**config.mk**
```make
export PLATFORM = sky130hd
export DESIGN_NAME = circular_queue_with_traverse_top
export DESIGN_NICKNAME = d
export VERILOG_FILES = /design/src/rtl/cqt_pkg.sv /design/src/rtl/cqt_front.sv /design/src/rtl/cqt_back.sv /design/src/rtl/circular_queue_with_traverse_top.sv
export VERILOG_INCLUDE_DIRS = /design/src /design/src/rtl
export SDC_FILE = /design/constraint.sdc
export NUM_CORES = 1
export LEC_CHECK = 0
export BUFFER_PORTS_ARGS = -buffer_cell sky130_fd_sc_hd__buf_2
export CELL_PAD_IN_SITES_DETAIL_PLACEMENT = 1
export CELL_PAD_IN_SITES_GLOBAL_PLACEMENT = 1
export CORE_MARGIN = 5
export CORE_UTILIZATION = 35
export CTS_BUF_LIST = sky130_fd_sc_hd__clkbuf_16
export DETAILED_ROUTE_END_ITERATION = 10
export PLACE_DENSITY_LB_ADDON = 0.1
export SYNTH_ARGS = -nofsm -noshare
export SYNTH_HDL_FRONTEND = slang
export SYNTH_SLANG_ARGS = --single-unit
export TNS_END_PERCENT = 20
```
**constraint.sdc**
```tcl
create_clock -name aclk -period 5.29 [get_ports aclk]
set_clock_uncertainty 0.1 [all_clocks]
set_input_delay 0.2645 -clock aclk [delete_from_list [all_inputs] [get_ports aclk]]
set_output_delay 0.2645 -clock aclk [all_outputs]
set_load 0.03 [all_outputs]
```
**src/rtl/circular_queue_with_traverse_top_macros.svh**
```systemverilog
// Assertion macros used by the circular queue back end.
// No dependencies; included by the modules that carry assertions.
`ifndef CIRCULAR_QUEUE_WITH_TRAVERSE_TOP_MACROS_SVH
`define CIRCULAR_QUEUE_WITH_TRAVERSE_TOP_MACROS_SVH

// Same-cycle implication, disabled while reset is asserted.
`define CQT_ASSERT_NOW(label, clk, rstn, ante, cons, msg) \
    label: assert property (@(posedge clk) disable iff (!(rstn)) (ante) |-> (cons)) \
        else $error(msg);

// Next-cycle implication, disabled while reset is asserted.
`define CQT_ASSERT_NEXT(label, clk, rstn, ante, cons, msg) \
    label: assert property (@(posedge clk) disable iff (!(rstn)) (ante) |=> (cons)) \
        else $error(msg);

`endif

```
**src/rtl/cqt_pkg.sv**
```systemverilog
// Types and codes shared by the circular queue front end, back end and top level.
// No dependencies.
package cqt_pkg;

    localparam int DATA_W = 32;

    // Operation codes carried on s_tuser; code 3 is unused and dropped.
    typedef enum logic [1:0] {
        KIND_INSERT   = 2'd0,
        KIND_DELETE   = 2'd1,
        KIND_TRAVERSE = 2'd2
    } kind_t;

    // Result status carried on m_tuser.
    typedef enum logic [1:0] {
        ST_OK    = 2'd0,
        ST_FULL  = 2'd1,
        ST_EMPTY = 2'd2
    } status_t;

    // One queued command between front and back.
    typedef struct packed {
        kind_t              op;
        logic [DATA_W-1:0]  data;
    } cmd_t;

endpackage

```
**src/rtl/cqt_front.sv**
```systemverilog
// Front end: accepts input words, drops unused codes, buffers commands in a
// two-entry queue for the back end. Depends on cqt_pkg.
module cqt_front
    import cqt_pkg::*;
(
    input  logic              aclk,
    input  logic              aresetn,
    input  logic              s_tvalid,
    output logic              s_tready,
    input  logic [DATA_W-1:0] s_tdata,
    input  logic [1:0]        s_tuser,
    output logic              cmd_valid,
    output cmd_t              cmd,
    input  logic              cmd_pop
);

    localparam int QDEPTH = 2;

    cmd_t       q_reg [QDEPTH];
    logic       wr_ptr_reg, wr_ptr_next;
    logic       rd_ptr_reg, rd_ptr_next;
    logic [1:0] cnt_reg, cnt_next;
    logic       is_cmd;
    logic       push;

    assign s_tready  = (cnt_reg != 2'(QDEPTH));
    assign is_cmd    = s_tuser inside {KIND_INSERT, KIND_DELETE, KIND_TRAVERSE};
    assign push      = s_tvalid && s_tready && is_cmd;
    assign cmd_valid = (cnt_reg != 2'd0);
    assign cmd       = q_reg[rd_ptr_reg];

    always_comb begin
        wr_ptr_next = push ? !wr_ptr_reg : wr_ptr_reg;
        rd_ptr_next = cmd_pop ? !rd_ptr_reg : rd_ptr_reg;
        case ({push, cmd_pop})
            2'b10:   cnt_next = cnt_reg + 2'd1;
            2'b01:   cnt_next = cnt_reg - 2'd1;
            default: cnt_next = cnt_reg;
        endcase
    end

    always_ff @(posedge aclk) begin
        if (!aresetn) begin
            wr_ptr_reg <= 1'b0;
            rd_ptr_reg <= 1'b0;
            cnt_reg    <= 2'd0;
        end else begin
            wr_ptr_reg <= wr_ptr_next;
            rd_ptr_reg <= rd_ptr_next;
            cnt_reg    <= cnt_next;
        end
    end

    always_ff @(posedge aclk) begin
        if (push) begin
            q_reg[wr_ptr_reg] <= '{op: kind_t'(s_tuser), data: s_tdata};
        end
    end

endmodule

```
**src/rtl/cqt_back.sv**
```systemverilog
// Back end: slot memory, head/tail/occupancy, traverse walker and result
// pipeline. Depends on cqt_pkg and the assertion macro header.
`include "circular_queue_with_traverse_top_macros.svh"

module cqt_back
    import cqt_pkg::*;
#(
    parameter int DEPTH = 16
)(
    input  logic              aclk,
    input  logic              aresetn,
    input  logic              cmd_valid,
    input  cmd_t              cmd,
    output logic              cmd_pop,
    output logic              m_tvalid,
    input  logic              m_tready,
    output logic [DATA_W-1:0] m_tdata,
    output logic [1:0]        m_tuser,
    output logic              m_tlast
);

    localparam int AW = (DEPTH > 1) ? $clog2(DEPTH) : 1;
    localparam int CW = $clog2(DEPTH + 1);
    localparam logic [AW-1:0] LAST_IDX = AW'(DEPTH - 1);
    localparam logic [CW-1:0] FULL_CNT = CW'(DEPTH);

    function automatic logic [AW-1:0] wrap_inc(input logic [AW-1:0] idx);
        return (idx == LAST_IDX) ? '0 : idx + 1'b1;
    endfunction

    logic [DATA_W-1:0] mem [DEPTH];
    logic [DATA_W-1:0] rd_data_reg;

    logic [AW-1:0] head_reg, head_next;
    logic [AW-1:0] tail_reg, tail_next;
    logic [CW-1:0] occ_reg, occ_next;
    logic          trav_busy_reg, trav_busy_next;
    logic [AW-1:0] trav_ptr_reg, trav_ptr_next;
    logic [CW-1:0] trav_cnt_reg, trav_cnt_next;

    logic          p1_valid_reg, p1_valid_next;
    status_t       p1_status_reg, p1_status_next;
    logic          p1_last_reg, p1_last_next;
    logic          p1_mem_reg, p1_mem_next;

    logic              out_valid_reg;
    logic [DATA_W-1:0] out_data_reg;
    status_t           out_status_reg;
    logic              out_last_reg;

    logic          p1_move;
    logic          can_issue;
    logic          mem_we;
    logic          mem_re;
    logic [AW-1:0] rd_addr;

    assign p1_move   = !out_valid_reg || m_tready;
    assign can_issue = !p1_valid_reg || p1_move;
    assign rd_addr   = trav_busy_reg ? trav_ptr_reg : head_reg;

    always_comb begin
        head_next      = head_reg;
        tail_next      = tail_reg;
        occ_next       = occ_reg;
        trav_busy_next = trav_busy_reg;
        trav_ptr_next  = trav_ptr_reg;
        trav_cnt_next  = trav_cnt_reg;
        p1_valid_next  = p1_valid_reg;
        p1_status_next = p1_status_reg;
        p1_last_next   = p1_last_reg;
        p1_mem_next    = p1_mem_reg;
        mem_we         = 1'b0;
        mem_re         = 1'b0;
        cmd_pop        = 1'b0;

        if (can_issue) begin
            p1_valid_next = 1'b0;
        end

        if (cmd_valid && can_issue) begin
            p1_valid_next  = 1'b1;
            p1_status_next = ST_OK;
            p1_last_next   = 1'b1;
            p1_mem_next    = 1'b0;
            case (cmd.op)
                KIND_INSERT: begin
                    cmd_pop = 1'b1;
                    if (occ_reg == FULL_CNT) begin
                        p1_status_next = ST_FULL;
                    end else begin
                        mem_we    = 1'b1;
                        tail_next = wrap_inc(tail_reg);
                        occ_next  = occ_reg + 1'b1;
                    end
                end
                KIND_DELETE: begin
                    cmd_pop = 1'b1;
                    if (occ_reg == '0) begin
                        p1_status_next = ST_EMPTY;
                    end else begin
                        mem_re      = 1'b1;
                        p1_mem_next = 1'b1;
                        head_next   = wrap_inc(head_reg);
                        occ_next    = occ_reg - 1'b1;
                    end
                end
                KIND_TRAVERSE: begin
                    if (occ_reg == '0) begin
                        cmd_pop        = 1'b1;
                        p1_status_next = ST_EMPTY;
                    end else begin
                        mem_re      = 1'b1;
                        p1_mem_next = 1'b1;
                        if (trav_cnt_reg + 1'b1 == occ_reg) begin
                            // newest entry reached: retire the command
                            cmd_pop        = 1'b1;
                            trav_busy_next = 1'b0;
                            trav_cnt_next  = '0;
                        end else begin
                            p1_last_next   = 1'b0;
                            trav_busy_next = 1'b1;
                            trav_ptr_next  = wrap_inc(rd_addr);
                            trav_cnt_next  = trav_cnt_reg + 1'b1;
                        end
                    end
                end
                default: begin
                    cmd_pop       = 1'b1;
                    p1_valid_next = 1'b0;
                end
            endcase
        end
    end

    always_ff @(posedge aclk) begin
        if (!aresetn) begin
            head_reg      <= '0;
            tail_reg      <= '0;
            occ_reg       <= '0;
            trav_busy_reg <= 1'b0;
            trav_cnt_reg  <= '0;
            p1_valid_reg  <= 1'b0;
            out_valid_reg <= 1'b0;
        end else begin
            head_reg      <= head_next;
            tail_reg      <= tail_next;
            occ_reg       <= occ_next;
            trav_busy_reg <= trav_busy_next;
            trav_cnt_reg  <= trav_cnt_next;
            p1_valid_reg  <= p1_valid_next;
            if (p1_move) begin
                out_valid_reg <= p1_valid_reg;
            end
        end
    end

    always_ff @(posedge aclk) begin
        trav_ptr_reg  <= trav_ptr_next;
        p1_status_reg <= p1_status_next;
        p1_last_reg   <= p1_last_next;
        p1_mem_reg    <= p1_mem_next;
        if (p1_move && p1_valid_reg) begin
            out_data_reg   <= p1_mem_reg ? rd_data_reg : '0;
            out_status_reg <= p1_status_reg;
            out_last_reg   <= p1_last_reg;
        end
    end

    // slot storage, registered read
    always_ff @(posedge aclk) begin
        if (mem_we) begin
            mem[tail_reg] <= cmd.data;
        end
        if (mem_re) begin
            rd_data_reg <= mem[rd_addr];
        end
    end

    assign m_tvalid = out_valid_reg;
    assign m_tdata  = out_data_reg;
    assign m_tuser  = out_status_reg;
    assign m_tlast  = out_last_reg;

    `CQT_ASSERT_NOW(a_occ_range, aclk, aresetn, 1'b1, occ_reg <= FULL_CNT, "occupancy above depth")
    `CQT_ASSERT_NOW(a_ptr_match, aclk, aresetn, (occ_reg == '0) || (occ_reg == FULL_CNT), head_reg == tail_reg, "head/tail disagree with occupancy")
    `CQT_ASSERT_NOW(a_trav_nonempty, aclk, aresetn, trav_busy_reg, (occ_reg != '0) && (trav_cnt_reg < occ_reg), "traverse walker out of range")
    `CQT_ASSERT_NEXT(a_pop_ends_trav, aclk, aresetn, cmd_pop, !trav_busy_reg, "traverse still busy after retire")

endmodule

```
**src/rtl/circular_queue_with_traverse_top.sv**
```systemverilog
// Top level of the circular queue with traverse: front end, command queue
// and back end. Depends on cqt_pkg, cqt_front and cqt_back.
//
// Usage:
//   Input channel (s_): one word per operation. s_tuser selects the operation
//   (insert, delete oldest, traverse); s_tdata is the value for insert. Code 3
//   is accepted and discarded without a result.
//   Result channel (m_): m_tuser is the status (ok, full, empty), m_tdata the
//   removed or stored value (zero otherwise), m_tlast marks the final result
//   of an operation. Traverse of N stored values gives N words, oldest first.
//   Result path: each input word passes the command queue, then the memory
//   read, then the output register before its first result appears.
//   Throughput: while the receiver does not stall, insert and delete run at one
//   word per cycle; a traverse emits one word per cycle and holds the back end
//   until every stored entry is walked, since the single read port of the slot memory is walked one entry at a time.
//   Reset (aresetn low, synchronous): queue empty, pointers at zero, both
//   channels idle. Slot contents are not cleared; no read touches them
//   before they are written.
//   Receiver stall: results hold in the output register; the back end and
//   then the two-entry command queue fill, after which s_tready drops.
module circular_queue_with_traverse_top
    import cqt_pkg::*;
#(
    parameter int DEPTH = 16
)(
    input  logic              aclk,
    input  logic              aresetn,
    input  logic              s_tvalid,
    output logic              s_tready,
    input  logic [DATA_W-1:0] s_tdata,   // [31:0] data_in
    input  logic [1:0]        s_tuser,   // [1:0] kind
    output logic              m_tvalid,
    input  logic              m_tready,
    output logic [DATA_W-1:0] m_tdata,   // [31:0] data_out
    output logic [1:0]        m_tuser,   // [1:0] status
    output logic              m_tlast
);

    logic cmd_valid;
    cmd_t cmd;
    logic cmd_pop;

    // accept and classify
    cqt_front u_front (
        .aclk      (aclk),
        .aresetn   (aresetn),
        .s_tvalid  (s_tvalid),
        .s_tready  (s_tready),
        .s_tdata   (s_tdata),
        .s_tuser   (s_tuser),
        .cmd_valid (cmd_valid),
        .cmd       (cmd),
        .cmd_pop   (cmd_pop)
    );

    // execute against the slot memory
    cqt_back #(
        .DEPTH (DEPTH)
    ) u_back (
        .aclk      (aclk),
        .aresetn   (aresetn),
        .cmd_valid (cmd_valid),
        .cmd       (cmd),
        .cmd_pop   (cmd_pop),
        .m_tvalid  (m_tvalid),
        .m_tready  (m_tready),
        .m_tdata   (m_tdata),
        .m_tuser   (m_tuser),
        .m_tlast   (m_tlast)
    );

endmodule

```
==> results of run 1 <==
timing repair:
item                      CTS  global route
hold buffers               36             0
setup buffers               0             0
hold endpoints to repair   75             0
final cells by class:
cell class              instances  area (um^2)  area share
clock buffers                  79         1980      0.0631
clock inverters                61          435      0.0139
inverters                      18         77.6     0.00248
multi-input cells            1079         6300       0.201
flip-flops and latches        681        20200       0.644
well taps                    1030         1290      0.0411
repair buffers                150         1070      0.0341
cells by family after synthesis:
group | after synthesis | share of synthesized area
compound gates | 136 | 0.0407
flops | 681 | 0.752
mux | 106 | 0.0415
buf+inv | 122 | 0.0203
xor+xnor | 17 | 0.00555
fa+ha+maj | 17 | 0.00821
simple gates | 803 | 0.131
routing by layer:
metal | routed length (um) | up-vias
met5 | 0 | -
met4 | 1470 | 0
met3 | 2130 | 87
met2 | 34600 | 208
met1 | 33000 | 8159
li1 | - | 7268
worst paths after layout:
| path | to | slack, ns | cells after the start |
|---|---|---|---|
| setup / recovery | u_back.mem[7][8] | 1.33 | 7 |
| setup reg to reg | u_back.mem[7][8] | 1.33 | 7 |
| hold reg to reg | u_back.m_tuser[1] | 0.32 | 0 |
| hold / removal | u_front.wr_ptr_reg | 0.19 | 4 |
worst max-delay path, delay by kind of cell, from the launching register on:
family                   cells  cell delay, ns
AO/OA/AOI/OAI                1            0.51
flip-flops                   1            0.74
multiplexers                 1            0.37
buffers and inverters        2            0.47
adder cells (fa/ha/maj)      1            0.27
AND/OR/NAND/NOR              2            1.15
cells in the final DEF, fill, tap and decap left out, types with 5 or more instances in the layout:
cell type	count
sky130_fd_sc_hd__nor2_1	21
sky130_fd_sc_hd__clkbuf_16	79
sky130_fd_sc_hd__a221oi_2	10
sky130_fd_sc_hd__dfxtp_1	25
sky130_fd_sc_hd__buf_2	74
sky130_fd_sc_hd__clkinv_2	10
sky130_fd_sc_hd__mux2i_1	69
sky130_fd_sc_hd__inv_1	38
sky130_fd_sc_hd__bufinv_16	6
sky130_fd_sc_hd__dlygate4sd3_1	36
sky130_fd_sc_hd__nand2_1	439
sky130_fd_sc_hd__xnor2_1	12
sky130_fd_sc_hd__buf_4	37
sky130_fd_sc_hd__edfxtp_1	655
sky130_fd_sc_hd__o221ai_1	31
sky130_fd_sc_hd__a221oi_1	21
sky130_fd_sc_hd__ha_1	16
sky130_fd_sc_hd__a21oi_1	19
sky130_fd_sc_hd__nand2b_1	5
sky130_fd_sc_hd__xor2_1	5
sky130_fd_sc_hd__a31oi_1	33
sky130_fd_sc_hd__clkinv_1	15
sky130_fd_sc_hd__nor2_4	15
sky130_fd_sc_hd__or3_1	6
sky130_fd_sc_hd__inv_6	7
sky130_fd_sc_hd__and2_1	33
sky130_fd_sc_hd__mux2_2	32
sky130_fd_sc_hd__nand3_1	265
through the flow:
step | setup slack, ns | util | cells | hold slack (ns)
global placement | 1.26 | 0.376 | 2921 | 0.306
finish | 1.33 | 0.413 | 3098 | 0.189
floorplan | 0.412 | - | 1882 | 0.263
global route | 1.00 | 0.413 | 3098 | 0.232
CTS | 1.08 | 0.412 | 3097 | 0.159
detailed placement | 1.12 | 0.376 | 2921 | 0.306
power groups by stage:
| stage | Sequential, uW | Combinational [uW] | Clock, uW |
|---|---|---|---|
| floorplan | 6910 | 1360 | 0 |
| global placement | 6830 | 2250 | 0 |
| detailed placement | 6850 | 2300 | 0 |
| CTS | 6730 | 2330 | 5310 |
| global route | 6750 | 2490 | 5550 |
| finish | 6730 | 2250 | 5140 |
==> qor.yml, run 1 <==
clockBufferDepth: 3
net-switching-power_uw: 3880
achievable_clock_frequency_mhz: 252
globalRouteOverflowTotal: 0
power_density_mw_per_mm2: 450
drtAntennaViolNets: 0
tritoncts_num_sinks: 681
initial_utilization: 0.353
syn_warnings: 0
tritoncts_clock_tree: "yes"
synth_top_area_cell: "sky130_fd_sc_hd__edfxtp_1"
power_frac_comb: 0.159
timing.critical_path.fanout_max: 21
hpwl_mm: 41.1
clkLatencyLatePin_ns: 0.63
design.die.area_mm2: 0.0823
dr.pass1.iters: 5
synth_enable_flop_cells: 655
globalRoute.busiestLayer: "met2"
worst-endpoint-required_ns: 5.49
placed_cell_area_mm2: 0.0285
cap_viol_max_count: 0
hold_path.class: "primary input to flip-flop"
synth_top_cells_by_area: "sky130_fd_sc_hd__edfxtp_1 73%, sky130_fd_sc_hd__nand2_1 6.1%, sky130_fd_sc_hd__nand3_1 4.9%"
antenna_violations_before_repair: 1
drt-total-wl_mm: 71.2
chip_width_um: 287
finish.instance_area_mm2: 0.0313
synth_cell_types: 52
clock_power_share: 0.364
asyncSetResetFlopFracSynth: 0
worst-slew-pin-transition_ns: 1.18
post_drt_via_cell_ratio: 5.07
seqPwrFrac: 0.477
gr-usage-met3: 0.0254
antennaDiodeCount: 0
global_route.usage.met1: 0.233
setup-tns-final_ns: 0
die-height_um: 287
io-pin-count: 75
via_count_of_the_first_global_routing_pass: 16900
global_route.usage.met2: 0.291
cp_slowest_cell: "sky130_fd_sc_hd__nor2_4"
cp-end-kind: "flip-flop"
htree_levels: 3
synthesis.area_per_instance_um2: 14.3
critPathMaxStageDelay_ns: 0.75
overall_power_consumption_uw: 14100
initialDrtViolationCount: 809
worst_ir_drop_vdd_v: 0.000189
rsz0062_at_grt: "no"
fillCellCount: 7705
cts_repair_resize_count: 0
dominant_cell_by_count_in_the_synthesized_netlist: "sky130_fd_sc_hd__edfxtp_1"
vias: 15700
nNetsFinal: 2063
relSlewSlack: 0.196
post_dr_wirelength_cell_um: 23.0
worstPathArrival_ns: 4.17
groute.usage.overall: 0.172
timing.final.setup_violations: 0
placement.io_buffers: 74
critPathLaunchType: "flip-flop"
timing_worst_setup_path_type: "flip-flop to flip-flop"
power_switching_share: 0.275
cts_inserted_buffers: 78
drv_slew: 0
synth_area_mm2: 0.0268
crit_path_cell_trace: "mux2i_1 > ha_1 > inv_1 > a2111oi_4 > nand2_1 > nor2_4 > buf_4"
cellLeakagePower_uw: 0.0107
root_buffer: "sky130_fd_sc_hd__clkbuf_16"
ys_seq_elements: 681
p_int_uw: 10200
syn-num-nets: 1937
synthCells: 1882
grt_max_degree: 130
final.period_utilization: 0.749
grt_pass1_wl_mm: 107
period_needed_ns: 3.96
flip_flop_count_of_the_largest_register_all_copies_and_words_added: 512
synth_largest_type_area_fraction: 0.733
area_growth_syn_to_layout_pct: 16.8
post-route-drc-count: 0
min_from: "s_tvalid"
rows: 101
post_route_cells_drive_above_1_share: 0.142
finalWeightedCongestion: 0.734
netlist_top_cells_count: "655 x sky130_fd_sc_hd__edfxtp_1, 439 x sky130_fd_sc_hd__nand2_1, 265 x sky130_fd_sc_hd__nand3_1"
run_status: "finished clean"
clkTransAtPathRegs_ns: 0.06
hold_violations: 0
synth_seq_area_share: 0.752
floorplan.core_area_mm2: 0.0759
synth_flop_type: "sky130_fd_sc_hd__edfxtp_1"
(Power assumes the default switching activity.)
==> run 2, diff against run 1 <==
==> constraint.sdc (replaced) <==
create_clock -name aclk -period 3.4 [get_ports aclk]
set_clock_uncertainty 0.1 [all_clocks]
set_input_delay 0.17 -clock aclk [delete_from_list [all_inputs] [get_ports aclk]]
set_output_delay 0.17 -clock aclk [all_outputs]
set_load 0.03 [all_outputs]
==> qor.yml, run 2 (same netlist as run 1, synthesis figures left out) <==
run_status: "finished clean"
clock_power_share: 0.362
cp-end-kind: "flip-flop"
rsz0062_at_grt: "no"
root_buffer: "sky130_fd_sc_hd__clkbuf_16"
rows: 101
worst-endpoint-required_ns: 3.61
antennaDiodeCount: 0
clkTransAtPathRegs_ns: 0.06
power_switching_share: 0.275
area_growth_syn_to_layout_pct: 18.6
chip_width_um: 287
post-route-drc-count: 0
achievable_clock_frequency_mhz: 345
critPathTopFamily: "simple AND/OR/NAND/NOR gates"
critPathMaxStageDelay_ns: 0.51
die-height_um: 287
post_route_cells_drive_above_1_share: 0.155
io-pin-count: 75
crit_buf_inv: 3
vias: 16100
crit_path_cell_trace: "mux2i_1 > ha_1 > inv_1 > a2111oi_4 > buf_4 > nand2_1 > nor2_4 > buf_12"
floorplan.core_area_mm2: 0.0759
placement.io_buffers: 74
worst_ir_drop_vdd_v: 0.000300
post-cts-setup-buffer-count: 0
flip_flop_count_of_the_largest_register_all_copies_and_words_added: 512
initialDrtViolationCount: 893
fillCellCount: 7668
drtAntennaViolNets: 0
antenna_violations_before_repair: 0
nNetsFinal: 2092
cellLeakagePower_uw: 0.0109
via_count_of_the_first_global_routing_pass: 17000
seqPwrFrac: 0.474
net-switching-power_uw: 6070
timing_worst_setup_path_type: "flip-flop to flip-flop"
period_needed_ns: 2.90
p_int_uw: 16000
drv_slew: 0
grt_pass1_wl_mm: 111
final.period_utilization: 0.853
grt_max_degree: 132
design.die.area_mm2: 0.0823
cp_slowest_cell: "sky130_fd_sc_hd__nor2_4"
worstPathArrival_ns: 3.11
mostFrequentLayoutCell: "sky130_fd_sc_hd__edfxtp_1"
worst-slew-pin-transition_ns: 0.958
power_density_mw_per_mm2: 694
cap_viol_max_count: 0
cts_hold_buffers: 36
post_dr_wirelength_cell_um: 23.8
tritoncts_num_sinks: 681
power_frac_comb: 0.164
globalRouteOverflowTotal: 0
multiInputGateArea_mm2: 0.00632
htree_levels: 3
mostFrequentLayoutCells: "655 x sky130_fd_sc_hd__edfxtp_1, 439 x sky130_fd_sc_hd__nand2_1, 265 x sky130_fd_sc_hd__nand3_1"
overall_power_consumption_uw: 22100
tritoncts_clock_tree: "yes"
final.hold.worst_slack_ns: 0.0758
finalWeightedCongestion: 0.740
relSlewSlack: 0.362
hold_path.class: "primary input to flip-flop"
post_drt_via_cell_ratio: 5.16
timing.critical_path.fanout_max: 14
hpwl_mm: 42.9
initial_utilization: 0.353
clockBufferDepth: 3
hold_violations: 0
cts_inserted_buffers: 78
cts_repair_resize_count: 0
dr.pass1.iters: 5
clkLatencyLatePin_ns: 0.61
drt-total-wl_mm: 74.6
min_from: "s_tvalid"
area_used_by_sequential_logic_in_the_layout_mm2: 0.0202
timing.final.setup_violations: 0
groute.usage.overall: 0.180
critPathLaunchType: "flip-flop"
run 2: cell count changes in the layout (fill, tap and decap cells not counted), moves of 2 or more:
cell and delta:
sky130_fd_sc_hd__clkinv_1 +2, sky130_fd_sc_hd__buf_12 +19, sky130_fd_sc_hd__clkbuf_16 +2, sky130_fd_sc_hd__clkinvlp_4 -3, sky130_fd_sc_hd__inv_6 -5, sky130_fd_sc_hd__buf_4 +10, sky130_fd_sc_hd__nor3_4 +4, sky130_fd_sc_hd__clkinv_2 +6
sky130_fd_sc_hd__nor3_2 -4, sky130_fd_sc_hd__clkinv_8 +2
run 2: metrics by stage:
stage / std cells / cell area, um^2 / setup slack (ns) / util / TNS [ns]
floorplan: 1882 / 26900 / -0.0144 / - / -1.34
global placement: 2951 / 29000 / 0.534 / 0.382 / 0
detailed placement: 2951 / 29000 / 0.508 / 0.382 / 0
CTS: 3130 / 31800 / 0.492 / 0.419 / 0
global route: 3130 / 31800 / 0.336 / 0.419 / 0
finish: 3130 / 31800 / 0.500 / 0.419 / 0
run 2: metal layers:
layer,share of wire,GRT usage,up-vias
met4,0.019,0.0460,0
met2,0.49,0.305,258
met1,0.46,0.246,8457
li1,-,-,7325
met5,0,0,-
met3,0.034,0.0247,101
run 2: final cells by class:
type	count	area share
clock buffers	81	0.0637
repair buffers	179	0.0479
flip-flops and latches	681	0.634
clock inverters	62	0.0130
multi-input cells	1079	0.199
inverters	18	0.00236
well taps	1030	0.0405
run 2: tightest hold or removal path, delay by kind of cell:
| kind | cells | cell delay (ns) |
|---|---|---|
| buffers and inverters | 1 | 0.10 |
| and+or+nand+nor | 2 | 0.37 |
| xor gates and xnor gates | 1 | 0.11 |
run 2: power by group through the flow:
stage | Sequential, uW | Combinational (uW) | Clock (uW)
after global placement | 10600 | 3650 | 0
after floorplan | 10700 | 2120 | 0
after global routing | 10500 | 4010 | 8650
final | 10500 | 3620 | 8010
after CTS | 10500 | 3760 | 8240
after detailed placement | 10600 | 3710 | 0
run 2: worst paths after layout:
path	end	slack (ns)	cells after the start
setup / recovery	u_back.mem[8][26]	0.50	8
setup reg to reg	u_back.mem[8][26]	0.50	8
hold / removal	u_front.wr_ptr_reg	0.08	4
hold reg to reg	u_back.m_tuser[1]	0.33	0
==> run 3, diff against run 2 <==
--- a/config.mk
+++ b/config.mk
@@ -13,8 +13,11 @@
 export CORE_UTILIZATION = 35
 export CTS_BUF_LIST = sky130_fd_sc_hd__clkbuf_16
 export DETAILED_ROUTE_END_ITERATION = 10
+export GPL_ROUTABILITY_DRIVEN = 1
 export PLACE_DENSITY_LB_ADDON = 0.1
+export SLEW_MARGIN = 20
 export SYNTH_ARGS = -nofsm -noshare
 export SYNTH_HDL_FRONTEND = slang
+export SYNTH_HIERARCHICAL = 1
 export SYNTH_SLANG_ARGS = --single-unit
 export TNS_END_PERCENT = 20
==> qor.yml, run 3 <==
synth_top_area_cell: "sky130_fd_sc_hd__edfxtp_1"
antenna_violations_before_repair: 2
seqPwrFrac: 0.495
root_buffer: "sky130_fd_sc_hd__clkbuf_16"
area_growth_syn_to_layout_pct: 18.1
cap_viol_max_count: 0
via_count_of_the_first_global_routing_pass: 17100
clock_power_share: 0.361
post_drt_via_cell_ratio: 5.12
clkLatencyLatePin_ns: 0.60
synth_flop_type: "sky130_fd_sc_hd__edfxtp_1"
relSlewSlack: 0.383
net-switching-power_uw: 5530
synth_area_mm2: 0.0268
hold_violations: 0
tritoncts_num_sinks: 681
drt-total-wl_mm: 73.3
worstPathArrival_ns: 3.30
placement.io_buffers: 74
grt_pass1_wl_mm: 110
min_from: "s_tvalid"
run_status: "finished clean"
drtAntennaViolNets: 0
cellLeakagePower_uw: 0.0108
post_route_cells_drive_above_1_share: 0.148
rsz0062_at_grt: "no"
grt_max_degree: 132
overall_power_consumption_uw: 21000
htree_levels: 3
power_density_mw_per_mm2: 662
globalRouteOverflowTotal: 0
hold_path.class: "primary input to flip-flop"
final_critical_path_setup_slack_ns: 0.502
floorplan.core_area_mm2: 0.0759
drv_slew: 0
power_switching_share: 0.264
cts_inserted_buffers: 76
asyncSetResetFlopFracSynth: 0
die-height_um: 287
synth_cell_types: 49
tritoncts_clock_tree: "yes"
timing.final.setup_violations: 0
synth_enable_flop_cells: 655
ys_seq_elements: 681
mostFrequentLayoutCell: "sky130_fd_sc_hd__edfxtp_1"
p_int_uw: 15400
worstHoldPathCells: 4
chip_width_um: 287
dr.pass1.iters: 8
timing_worst_setup_path_type: "flip-flop to flip-flop"
post_dr_wirelength_cell_um: 23.6
timing.critical_path.fanout_max: 8
post-route-drc-count: 0
rr_worst_depth: 10
worst_ir_drop_vdd_v: 0.000370
finalWeightedCongestion: 0.725
netlist_top_cells_count: "655 x sky130_fd_sc_hd__edfxtp_1, 441 x sky130_fd_sc_hd__nand2_1, 266 x sky130_fd_sc_hd__nand3_1"
antennaDiodeCount: 0
vias: 15900
rows: 101
ff2ff_setup_slack_ns: 0.50
achievable_clock_frequency_mhz: 345
syn_warnings: 6
synth_top_cells_by_area: "sky130_fd_sc_hd__edfxtp_1 73%, sky130_fd_sc_hd__nand2_1 6.2%, sky130_fd_sc_hd__nand3_1 5.0%"
synth_seq_area_share: 0.753
design.die.area_mm2: 0.0822
dominant_cell_by_count_in_the_synthesized_netlist: "sky130_fd_sc_hd__edfxtp_1"
synthCells: 1880
power_frac_comb: 0.144
holdPathEnd: "u_front/q_reg[0][27]"
cp-end-kind: "flip-flop"
clkTransAtPathRegs_ns: 0.06
period_needed_ns: 2.90
hpwl_mm: 38.2
groute.usage.overall: 0.178
nNetsFinal: 2073
cts_repair_resize_count: 0
critPathLaunchType: "flip-flop"
dp_slack_ns: 0.515
mostFrequentLayoutCells: "655 x sky130_fd_sc_hd__edfxtp_1, 441 x sky130_fd_sc_hd__nand2_1, 266 x sky130_fd_sc_hd__nand3_1"
synth_largest_type_area_fraction: 0.734
flip_flop_count_of_the_largest_register_all_copies_and_words_added: 512
worst-slew-pin-transition_ns: 0.925
synthesis.area_per_instance_um2: 14.3
rr_endpoint: "u_back/occ_reg[4]"
final.period_utilization: 0.852
initialDrtViolationCount: 1001
io-pin-count: 75
worst-endpoint-required_ns: 3.80
syn-num-nets: 1934
clockBufferDepth: 3
initial_utilization: 0.353
[run 3: cell types whose count changed in the layout (fill, tap and decap cells not counted), sizes merged, moves of 2 or more]
cell,previous run,this run
and2,33,38
nand3b,1,3
nor2,36,29
clkinvlp,0,2
bufinv,5,2
nand2,439,441
inv,40,42
mux2i,73,71
clkbuf,81,79
buf,143,126
or2,0,2
clkinv,35,28
[run 3: stage by stage]
stage	cells	hold WS (ns)	util	setup TNS [ns]	area, um^2
after floorplan	1880	0.169	-	-119.74	26800
after global placement	2934	0.258	0.382	0	29000
after global routing	3108	0.122	0.417	0	31600
after detailed placement	2934	0.261	0.382	0	29000
final	3108	0.117	0.417	0	31600
after CTS	3108	0.0705	0.417	0	31600
[run 3: kinds of logic (layout without fill, tap and decap cells)]
kind of cell	count (synthesis)	in the layout	synth area share
DFF	681	681	0.753
adders and majority gates	16	16	0.00775
and+or+nand+nor	807	807	0.132
AOI/OAI and AO/OA	136	136	0.0397
buffers and inverters	118	316	0.0199
muxes	105	105	0.0414
xor gates and xnor gates	17	17	0.00556
[run 3: repair_timing]
item	4_1_cts	5_1_grt
endpoints found under the hold margin	78	0
setup buffers	0	0
hold buffers	37	0
[run 3: critical path, cell delays in order, from the launching register on]
cell and delay [ns]:
sky130_fd_sc_hd__dfxtp_2 0.35, sky130_fd_sc_hd__mux2_2 0.37, sky130_fd_sc_hd__inv_1 0.09, sky130_fd_sc_hd__ha_1 0.34
sky130_fd_sc_hd__inv_1 0.14, sky130_fd_sc_hd__fa_1 0.42, sky130_fd_sc_hd__nor2b_1 0.12, sky130_fd_sc_hd__o21ai_0 0.10
sky130_fd_sc_hd__and3_1 0.22, sky130_fd_sc_hd__or4_1 0.41, sky130_fd_sc_hd__a21oi_1 0.15
[run 3: worst max path at each step]
stage	endpoint
after global routing	u_back/occ_reg[4]
after CTS	u_back/occ_reg[4]
after global placement	u_back/rd_data_reg[20]
final	u_back/occ_reg[4]
after floorplan	u_back/mem[7][0]
after detailed placement	u_back/occ_reg[4]
[run 3: routing by layer]
| metal | GRT usage | share of wire |
|---|---|---|
| met2 | 0.304 | 0.49 |
| met4 | 0.0407 | 0.014 |
| met1 | 0.243 | 0.46 |
| met5 | 0 | 0 |
| met3 | 0.0250 | 0.034 |
[run 3: power groups by stage]
stage | combinational [uW] | clock, uW | sequential, uW
floorplan | 1780 | 0 | 10600
detailed placement | 3070 | 0 | 10600
finish | 3020 | 7570 | 10400
global route | 3340 | 8200 | 10400
global placement | 3000 | 0 | 10500
CTS | 3120 | 7840 | 10400
[run 3: layout make-up]
| type | count | area, um^2 |
|---|---|---|
| clock buffers | 79 | 1980 |
| flip-flops and latches | 681 | 20200 |
| well taps | 1030 | 1290 |
| inverters | 16 | 67.6 |
| clock inverters | 58 | 308 |
| fillers | 7663 | 44300 |
| repair buffers | 163 | 1520 |
| multi-input cells | 1081 | 6290 |
